**src/hw/rtl/lbsp_pkg.sv**
```systemverilog
package lbsp_pkg;

   localparam int MAX_MAGIC_BYTES_DEF = 8;

   typedef enum logic [3:0] {
      EV_BLOCK_START   = 4'd0,
      EV_HEADER_KEY    = 4'd1,
      EV_HEADER_BYTE   = 4'd2,
      EV_CONTENT_START = 4'd3,
      EV_CONTENT_BYTE  = 4'd4,
      EV_FOOTER_KEY    = 4'd5,
      EV_FOOTER_BYTE   = 4'd6,
      EV_BLOCK_END     = 4'd7,
      EV_CLEAN_END     = 4'd8,
      EV_ERROR         = 4'd9
   } event_type;

   localparam logic [2:0] ERR_NONE      = 3'd0;
   localparam logic [2:0] ERR_MAGIC     = 3'd1;
   localparam logic [2:0] ERR_VERSION   = 3'd2;
   localparam logic [2:0] ERR_TRUNCATED = 3'd3;
   localparam logic [2:0] ERR_LENGTH    = 3'd4;

   localparam logic [1:0] CSR_MAGIC_PATTERN = 2'd0;
   localparam logic [1:0] CSR_MAGIC_LENGTH  = 2'd1;
   localparam logic [1:0] CSR_VERSION       = 2'd2;

   // one result item
   typedef struct packed {
      event_type   ev;
      logic [31:0] number;
      logic [63:0] length;
      logic [7:0]  payload;
      logic [2:0]  error_code;
      logic        last;
   } result_type;

   // up to two results per input byte
   typedef struct packed {
      logic       two;
      result_type r0;
      result_type r1;
   } bundle_type;

endpackage

```
**src/hw/rtl/lbsp_front.sv**
```systemverilog
module lbsp_front
   import lbsp_pkg::*;
#(
   parameter int MAX_MAGIC_BYTES = MAX_MAGIC_BYTES_DEF
) (
   input  logic       clock,
   input  logic       reset,
   input  logic       csr_wr_en,
   input  logic [1:0] csr_index,
   input  logic [63:0] csr_wdata,
   input  logic       in_valid,
   input  logic [7:0] in_byte,
   input  logic       in_final,
   output logic       out_valid,
   output bundle_type out_bundle
);

   typedef enum logic [9:0] {
      PH_MAGIC   = 10'b0000000001,
      PH_BLEN    = 10'b0000000010,
      PH_VER     = 10'b0000000100,
      PH_TYPE    = 10'b0000001000,
      PH_COUNT   = 10'b0000010000,
      PH_ENTRY   = 10'b0000100000,
      PH_VALUE   = 10'b0001000000,
      PH_CLEN    = 10'b0010000000,
      PH_CONTENT = 10'b0100000000,
      PH_TRAIL   = 10'b1000000000
   } phase_type;

   localparam logic [3:0] MAXM = 4'(MAX_MAGIC_BYTES);

   logic [63:0] magic_pattern_ff;
   logic [3:0]  magic_length_ff;
   logic [31:0] version_ff;

   phase_type   phase_ff, phase_in;
   logic [3:0]  fcnt_ff, fcnt_in;
   logic [63:0] acc_ff, acc_in;
   logic [63:0] dlen_ff, dlen_in;
   logic [63:0] bcnt_ff, bcnt_in;
   logic [31:0] entries_ff, entries_in;
   logic [63:0] left_ff, left_in;
   logic        mism_ff, mism_in;
   logic        footer_ff, footer_in;
   logic        err_ff, err_in;

   logic [1:0]  n_res;
   result_type  r0, r1;
   bundle_type  bundle_in;
   logic [3:0]  mlen, midx, fw, sidx;
   logic [5:0]  shamt;
   logic [63:0] acc_sh;
   logic [2:0]  err;
   logic        boundary, handled;
   logic        bsat;

   always_ff @(posedge clock) begin
      if (reset) begin
         magic_pattern_ff <= 64'h0000_2348_5544_4923;
         magic_length_ff  <= 4'd6;
         version_ff       <= 32'd1;
      end else if (csr_wr_en) begin
         unique case (csr_index)
            CSR_MAGIC_PATTERN: magic_pattern_ff <= csr_wdata;
            CSR_MAGIC_LENGTH:  magic_length_ff  <= csr_wdata[3:0];
            CSR_VERSION:       version_ff       <= csr_wdata[31:0];
            default: ;
         endcase
      end
   end

   always_ff @(posedge clock) begin
      if (reset) begin
         phase_ff   <= PH_MAGIC;
         fcnt_ff    <= '0;
         acc_ff     <= '0;
         dlen_ff    <= '0;
         bcnt_ff    <= '0;
         entries_ff <= '0;
         left_ff    <= '0;
         mism_ff    <= 1'b0;
         footer_ff  <= 1'b0;
         err_ff     <= 1'b0;
         out_valid  <= 1'b0;
      end else begin
         phase_ff   <= phase_in;
         fcnt_ff    <= fcnt_in;
         acc_ff     <= acc_in;
         dlen_ff    <= dlen_in;
         bcnt_ff    <= bcnt_in;
         entries_ff <= entries_in;
         left_ff    <= left_in;
         mism_ff    <= mism_in;
         footer_ff  <= footer_in;
         err_ff     <= err_in;
         out_valid  <= n_res != 2'd0;
      end
   end

   function automatic result_type mk(event_type e, logic [31:0] num, logic [63:0] len,
                                     logic [7:0] pay, logic [2:0] ec);
      result_type r;
      r.ev = e; r.number = num; r.length = len; r.payload = pay;
      r.error_code = ec; r.last = 1'b0;
      return r;
   endfunction

   always_comb begin
      phase_in = phase_ff; fcnt_in = fcnt_ff; acc_in = acc_ff; dlen_in = dlen_ff;
      bcnt_in = bcnt_ff; entries_in = entries_ff; left_in = left_ff;
      mism_in = mism_ff; footer_in = footer_ff; err_in = err_ff;
      n_res = 2'd0; r0 = '0; r1 = '0;
      err = ERR_NONE; boundary = 1'b0; handled = 1'b0;
      bsat = bcnt_ff == '1;
      mlen = magic_length_ff;
      if (mlen < 4'd1) mlen = 4'd1;
      if (mlen > MAXM) mlen = MAXM;
      midx = (fcnt_ff >= mlen) ? mlen - 4'd1 : fcnt_ff;
      sidx = mlen - 4'd1 - midx;
      shamt = {sidx[2:0], 3'b000};
      acc_sh = {acc_ff[55:0], in_byte};
      fw = (phase_ff == PH_BLEN || phase_ff == PH_ENTRY || phase_ff == PH_CLEN ||
            phase_ff == PH_TRAIL) ? 4'd8 : 4'd4;
      if (in_valid && !err_ff) begin
         unique case (phase_ff)
            PH_MAGIC: begin
               if (magic_pattern_ff[shamt +: 8] != in_byte) mism_in = 1'b1;
               fcnt_in = midx + 4'd1;
               if (fcnt_in >= mlen) begin
                  if (mism_in) err = ERR_MAGIC;
                  else begin
                     phase_in = PH_BLEN; fcnt_in = '0; acc_in = '0; mism_in = 1'b0;
                  end
               end else if (in_final) begin
                  r0 = mk(EV_CLEAN_END, '0, '0, '0, ERR_NONE); n_res = 2'd1;
                  fcnt_in = '0; acc_in = '0; mism_in = 1'b0; handled = 1'b1;
               end
            end
            PH_VALUE, PH_CONTENT: begin
               if (!bsat) bcnt_in = bcnt_ff + 64'd1;
               left_in = left_ff - 64'd1;
               n_res = 2'd1;
               if (phase_ff == PH_VALUE) begin
                  r0 = mk(footer_ff ? EV_FOOTER_BYTE : EV_HEADER_BYTE, '0, '0, in_byte,
                          ERR_NONE);
                  if (left_in == '0) begin
                     entries_in = entries_ff - 32'd1;
                     fcnt_in = '0; acc_in = '0;
                     phase_in = (entries_in == '0) ? (footer_ff ? PH_TRAIL : PH_CLEN)
                                                   : PH_ENTRY;
                  end
               end else begin
                  r0 = mk(EV_CONTENT_BYTE, '0, '0, in_byte, ERR_NONE);
                  if (left_in == '0) begin
                     footer_in = 1'b1; phase_in = PH_COUNT; fcnt_in = '0; acc_in = '0;
                  end
               end
            end
            default: begin
               if (phase_ff != PH_BLEN && !bsat) bcnt_in = bcnt_ff + 64'd1;
               acc_in = acc_sh;
               fcnt_in = fcnt_ff + 4'd1;
               if (fcnt_in >= fw) begin
                  fcnt_in = '0; acc_in = '0;
                  priority case (1'b1)
                     phase_ff == PH_BLEN: begin
                        dlen_in = acc_sh; bcnt_in = '0; phase_in = PH_VER;
                     end
                     phase_ff == PH_VER: begin
                        if (acc_sh[31:0] != version_ff) err = ERR_VERSION;
                        else phase_in = PH_TYPE;
                     end
                     phase_ff == PH_TYPE: begin
                        r0 = mk(EV_BLOCK_START, acc_sh[31:0], '0, '0, ERR_NONE);
                        n_res = 2'd1; footer_in = 1'b0; phase_in = PH_COUNT;
                     end
                     phase_ff == PH_COUNT: begin
                        entries_in = acc_sh[31:0];
                        phase_in = (acc_sh[31:0] == '0) ? (footer_ff ? PH_TRAIL : PH_CLEN)
                                                        : PH_ENTRY;
                     end
                     phase_ff == PH_ENTRY: begin
                        r0 = mk(footer_ff ? EV_FOOTER_KEY : EV_HEADER_KEY, acc_sh[63:32],
                                {32'd0, acc_sh[31:0]}, '0, ERR_NONE);
                        n_res = 2'd1;
                        if (acc_sh[31:0] == '0) begin
                           entries_in = entries_ff - 32'd1;
                           phase_in = (entries_in == '0) ?
                                      (footer_ff ? PH_TRAIL : PH_CLEN) : PH_ENTRY;
                        end else begin
                           left_in = {32'd0, acc_sh[31:0]}; phase_in = PH_VALUE;
                        end
                     end
                     phase_ff == PH_CLEN: begin
                        r0 = mk(EV_CONTENT_START, '0, acc_sh, '0, ERR_NONE);
                        n_res = 2'd1;
                        if (acc_sh == '0) begin
                           footer_in = 1'b1; phase_in = PH_COUNT;
                        end else begin
                           left_in = acc_sh; phase_in = PH_CONTENT;
                        end
                     end
                     default: begin
                        if (bcnt_in == dlen_ff) begin
                           r0 = mk(EV_BLOCK_END, '0, '0, '0, ERR_NONE);
                           n_res = 2'd1; boundary = 1'b1;
                           phase_in = PH_MAGIC; mism_in = 1'b0;
                        end else begin
                           err = ERR_LENGTH;
                           fcnt_in = fcnt_ff + 4'd1; acc_in = acc_sh;
                        end
                     end
                  endcase
               end
            end
         endcase
         if (err == ERR_NONE && in_final && !handled) begin
            if (boundary) begin
               r1 = mk(EV_CLEAN_END, '0, '0, '0, ERR_NONE); n_res = 2'd2;
            end else err = ERR_TRUNCATED;
         end
         if (err != ERR_NONE) begin
            err_in = 1'b1;
            if (n_res == 2'd0) begin
               r0 = mk(EV_ERROR, '0, '0, '0, err); n_res = 2'd1;
            end else begin
               r1 = mk(EV_ERROR, '0, '0, '0, err); n_res = 2'd2;
            end
         end
         if (n_res == 2'd1) r0.last = 1'b1;
         if (n_res == 2'd2) r1.last = 1'b1;
      end
      bundle_in.two = n_res == 2'd2;
      bundle_in.r0 = r0;
      bundle_in.r1 = r1;
   end

   always_ff @(posedge clock) begin
      out_bundle <= bundle_in;
   end

endmodule

```
**src/hw/rtl/lbsp_back.sv**
```systemverilog
module lbsp_back
   import lbsp_pkg::*;
(
   input  logic       clock,
   input  logic       reset,
   input  logic       in_valid,
   input  bundle_type in_bundle,
   output logic       space_ok,
   output logic       rsp_tvalid,
   input  logic       rsp_tready,
   output result_type rsp_item
);

   // four-entry result queue; front takes a byte only while queued plus in-flight
   // results leave room for another pair
   logic [1:0] wp_ff, rp_ff;
   logic [2:0] cnt_ff;
   result_type mem_ff [4];
   logic       pop;
   logic [2:0] push_n;

   assign pop = rsp_tvalid && rsp_tready;
   assign push_n = in_valid ? (in_bundle.two ? 3'd2 : 3'd1) : 3'd0;
   assign rsp_tvalid = cnt_ff != 3'd0;
   assign rsp_item = mem_ff[rp_ff];
   // queued results plus the pair possibly in the front register
   assign space_ok = (cnt_ff + push_n) <= 3'd2;

   always_ff @(posedge clock) begin
      if (reset) begin
         wp_ff <= '0; rp_ff <= '0; cnt_ff <= '0;
      end else begin
         wp_ff  <= wp_ff + push_n[1:0];
         rp_ff  <= rp_ff + {1'b0, pop};
         cnt_ff <= cnt_ff + push_n - {2'b00, pop};
      end
   end

   always_ff @(posedge clock) begin
      if (in_valid) begin
         mem_ff[wp_ff] <= in_bundle.r0;
         if (in_bundle.two) mem_ff[wp_ff + 2'd1] <= in_bundle.r1;
      end
   end

endmodule

```
**src/hw/rtl/log_block_stream_parser_top.sv**
```systemverilog
// path: a req transaction's first result is registered in the front output register,
//   then in the result queue, before its rsp transaction
// throughput: one byte per cycle while results drain one per cycle; a byte that
//   yields two results takes an extra result transaction of output bandwidth; req_tready drops
//   while queued results plus those in the front register exceed two
// reset: synchronous, active high; clears parser state, queue and the sticky
//   error and restores the default six-byte marker and version 1
module log_block_stream_parser_top
   import lbsp_pkg::*;
#(
   parameter int MAX_MAGIC_BYTES = MAX_MAGIC_BYTES_DEF
) (
   input  logic        clock,
   input  logic        reset,
   input  logic        csr_wr_en,
   input  logic [1:0]  csr_index,
   input  logic [63:0] csr_wdata,
   input  logic        req_tvalid,
   output logic        req_tready,
   input  logic [7:0]  req_tdata,   // data_byte
   input  logic        req_tlast,   // final_byte
   output logic        rsp_tvalid,
   input  logic        rsp_tready,
   output logic [111:0] rsp_tdata,  // number, length, payload_byte, error_code,
                                    // zero fill
   output logic [3:0]  rsp_tuser,   // event_res
   output logic        rsp_tlast    // last_of_run
);

   bundle_type bundle;
   logic       bundle_valid;
   logic       space_ok;
   result_type item;

   // front accepts a byte only when the queue can absorb a worst-case pair
   assign req_tready = space_ok;

   lbsp_front #(.MAX_MAGIC_BYTES(MAX_MAGIC_BYTES)) u_front (
      .clock(clock), .reset(reset),
      .csr_wr_en(csr_wr_en), .csr_index(csr_index), .csr_wdata(csr_wdata),
      .in_valid(req_tvalid && req_tready), .in_byte(req_tdata), .in_final(req_tlast),
      .out_valid(bundle_valid), .out_bundle(bundle)
   );

   lbsp_back u_back (
      .clock(clock), .reset(reset),
      .in_valid(bundle_valid), .in_bundle(bundle), .space_ok(space_ok),
      .rsp_tvalid(rsp_tvalid), .rsp_tready(rsp_tready), .rsp_item(item)
   );

   assign rsp_tdata = {5'd0, item.error_code, item.payload, item.length, item.number};
   assign rsp_tuser = item.ev;
   assign rsp_tlast = item.last;

endmodule

```
**config.mk**
```make
export PLATFORM = sky130hd
export DESIGN_NAME = log_block_stream_parser_top
export DESIGN_NICKNAME = d
export VERILOG_FILES = /design/src/hw/rtl/lbsp_pkg.sv /design/src/hw/rtl/lbsp_front.sv /design/src/hw/rtl/lbsp_back.sv /design/src/hw/rtl/log_block_stream_parser_top.sv
export SDC_FILE = /design/constraint.sdc
export NUM_CORES = 2
export LEC_CHECK = 0
export ABC_AREA = 1
export BUFFER_PORTS_ARGS = -buffer_cell sky130_fd_sc_hd__buf_2
export CORE_MARGIN = 1.5
export CORE_UTILIZATION = 30
export CTS_BUF_LIST = sky130_fd_sc_hd__clkbuf_2 sky130_fd_sc_hd__clkbuf_4 sky130_fd_sc_hd__clkbuf_8
export DETAILED_ROUTE_END_ITERATION = 12
export HOLD_SLACK_MARGIN = 0.06
export SYNTH_ARGS = -nofsm -noshare
export SYNTH_HDL_FRONTEND = slang
export SYNTH_SLANG_ARGS = --single-unit
```
**constraint.sdc**
```tcl
create_clock -name clock -period 21.3 [get_ports clock]
set_clock_uncertainty 0.15 [all_clocks]
set_input_delay 4.26 -clock clock [delete_from_list [all_inputs] [get_ports clock]]
set_output_delay 4.26 -clock clock [all_outputs]
set_load 0.005 [all_outputs]
```
==> impl_results.md <==
* Seq/Total Area, Yosys at around 50%
* Post-Syn Area at ~48,000 um^2
* Synth area leader: edfxtp_1
* # DRC at 0
* Post-CTS Setup Bufs at 0
* Final setup fails at 0
* R2R Path Start: u_front.phase_ff[8]$_SDFFE_PP0P_
* HP Start: u_front.magic_pattern_ff[57]$_SDFFE_PP0P_
* Buffers on Ports at about 190
* Yosys Warn Count at 0
* Worst endpoint required time at between 15 and 20 ns
* GP Congestion at about 0.95
* Placed Area at approximately 50,000 um^2
* Number of enable flip-flop cells after synthesis at about 450
* F_max at 0.115 GHz
* WL final at about 170,000 um
* First-pass DRT Iterations at 6
* Worst vdd ir at roughly 0.16 mV
* Starting density of the core at a little under a third
* Main flop type after synthesis: dfxtp_1
* Leakage at ~22 nW
* Initial antenna violation count at 16
* Grt ovf at 0
* Ys async rst share at 0%
* Unrepaired setup endpoints after global routing: no
* Synth-to-layout area growth at 13.6%
* Syn Inst Count at approximately 6.2k
* Startpoint Class: flip-flop
* Endpoint class of the critical path: output pin
* Cells on Worst Hold Path at 2
* Die area at between 150,000 and 200,000 um^2
* Ports at roughly 200
* WP data arrival at between 4 and 5 ns
* Tcrit/Tclk final at roughly two fifths
* H-Tree Depth at 4
* Status: finished clean
* Pwr Density at 125 nW/um^2
* Core Rows at between 100 and 150
* CTS Sinks at 972
* Clock transition at the registers of the reported paths at ~0.07 ns
* CP Max Fanout at 97
* CTS tree: done
* Max-Cap Viols at 0
* Post-route ant nets at 0
* Final min period at just under 9 ns
* NumNets Final at between 6k and 7k
* Inserted Clock Buffers at approximately 170
* FF-to-FF path depth at 21
* Post_cts resized at 0
* RR Endpoint: u_front.left_ff[18]$_SDFFE_PP0P_
* Worst Hold End: u_front.magic_pattern_ff[57]$_SDFFE_PP0P_
* Final Instance Area at approximately 54,000 um^2
* Iter 0 DRT Violations at around 4.7k
* Wire length per cell at just over 20 um
* DP Cell Count at ~8.1k
* Vias in the first global route at between 40k and 50k
* Maximum clock path buffer count at 3
* Commonest cells in the netlist: nor2_1, nand2_1, o21ai_0, inv_1, dfxtp_1
* Skew-Pair Late Insertion Delay at about 0.9 ns
* Vias per std cell at 5.16
* Avg Cell Area, Syn at slightly below 8 um^2
* Global Route Usage Sum at 20.3%
* Fin cells at 8,455
* Hold crit path type: reg -> reg
* Hold_buf cts at 0
* Post-synth cell types at 61
* First-pass GRT wire length at roughly 250,000 um
* Die width at just over 400 um
* Relative slew margins at a little over a fifth
* Setup CP Type: reg -> out
* Share of cells above drive strength 1 at a little over a tenth
* Count leader, synth: nor2_1
* Clock Tree Root: clkbuf_8
* HPWL after detailed placement at around 110,000 um
* Synth top area cells: edfxtp_1, dfxtp_1, nor2_1, nand2_1, o21ai_0
* Pin count of the biggest net entering global routing at roughly 120
* Flops & latches, synth at roughly 970
* Flop2flop setup slack at roughly 15 ns
* Core area at approximately 160,000 um^2
* Setup TNS at 0 ns
* DR vias at ~44k
* Die Y at 403 um
* Top cell type's share of synthesized area at 28.1%
* Worst Tran Pin Value at ~1.2 ns
* Final Hold Viols at 0
* Slew Limit Fails at 0
[kinds of logic after synthesis]
kind of cell	share of synthesized area, %
simple gates	25.5
compound gates	14.0
flops	50.0
buf+inv	7.32
xor+xnor	2.52
fa+ha+maj	0.711
other cells	0.00783
[layout by cell type, fill, tap and decap left out, drive strengths merged, types with 5 or more instances in the layout]
master and n:
o22ai 146, a22oi 14, edfxtp 448, nand4 49, a21oi 312, conb 6
xnor2 27, nor4 48, nand3 243, or2 8, nor2 1381, o31ai 5
nand3b 33, clkinv 34, buf 251, a31oi 41, o211ai 12, clkbuf 264
o21ai 566, xor2 111, dfxtp 524, nand2 1067, nor3 89, a221oi 81
ha 24, a211oi 5, inv 559
[report_power, final]
| group | total, mW | switching (mW) | internal [mW] |
|---|---|---|---|
| Combinational | 2.63 | 1.89 | 0.741 |
| Sequential | 2.31 | 0.169 | 2.14 |
| Clock | 1.88 | 0.847 | 1.04 |
| Total | 6.82 | 2.90 | 3.92 |
[stage by stage]
| step | setup WS, ns | total power [mW] | utilization (%) | hold WS (ns) |
|---|---|---|---|---|
| floorplan | 11.95 | 4.11 | - | 0.273 |
| global placement | 13.47 | 4.89 | 32.0 | 0.282 |
| detailed placement | 13.48 | 4.92 | 32.0 | 0.293 |
| CTS | 12.60 | 6.81 | 34.3 | 0.307 |
| global route | 12.41 | 7.22 | 34.3 | 0.330 |
| finish | 12.64 | 6.82 | 34.3 | 0.302 |
[metal layers]
metal	part of all wire, %	track usage, %	wire, um
met1	43	27.7	73300
met4	4.1	8.64	7050
met2	44	31.0	74900
met3	8.8	4.35	14900
met5	0.084	0	143
[layout make-up]
class	instances	area (um^2)
clock buffers	264	3250
diodes	4	10.0
fillers	16600	104000
flip-flops and latches	972	24000
repair buffers	251	1400
inverters	555	2100
well taps	2072	2590
multi-input cells	4291	20600
clock inverters	46	493
[registers in the layout, summed over array words and instances (netlist names), 10 cells and up]
| name | cells |
|---|---|
| u_front.left_ff | 64 |
| u_front.dlen_ff | 64 |
| u_front.magic_pattern_ff | 64 |
| u_front.bcnt_ff | 64 |
| u_front.acc_ff | 56 |
| u_back.mem_ff | 448 |
| u_front.phase_ff | 10 |
| u_front.version_ff | 32 |
| u_front.entries_ff | 32 |
| u_front.out_bundle | 119 |
[worst max-delay path: stages, from the launching register on]
cell and delay, ns:
dfxtp_4 0.49, inv_6 0.41, buf_4 0.81, buf_4 0.68, o21ai_0 0.19, o22ai_1 0.40, buf_2 0.20
[worst max path at each step]
stage,cells after the start,endpoint,start
after floorplan,4,u_back.mem_ff[2][0]$_DFFE_PP_,u_front.out_valid$_SDFF_PP0_
after global placement,12,u_front.left_ff[10]$_SDFFE_PP0P_,req_tdata[7]
after detailed placement,12,u_front.left_ff[18]$_SDFFE_PP0P_,req_tdata[7]
after CTS,6,rsp_tdata[49],u_back.rp_ff[0]$_SDFF_PP0_
after global routing,6,rsp_tdata[49],u_back.rp_ff[0]$_SDFF_PP0_
final,6,rsp_tdata[49],u_back.rp_ff[0]$_SDFF_PP0_
Note: power is estimated with default switching activity, not from simulation.
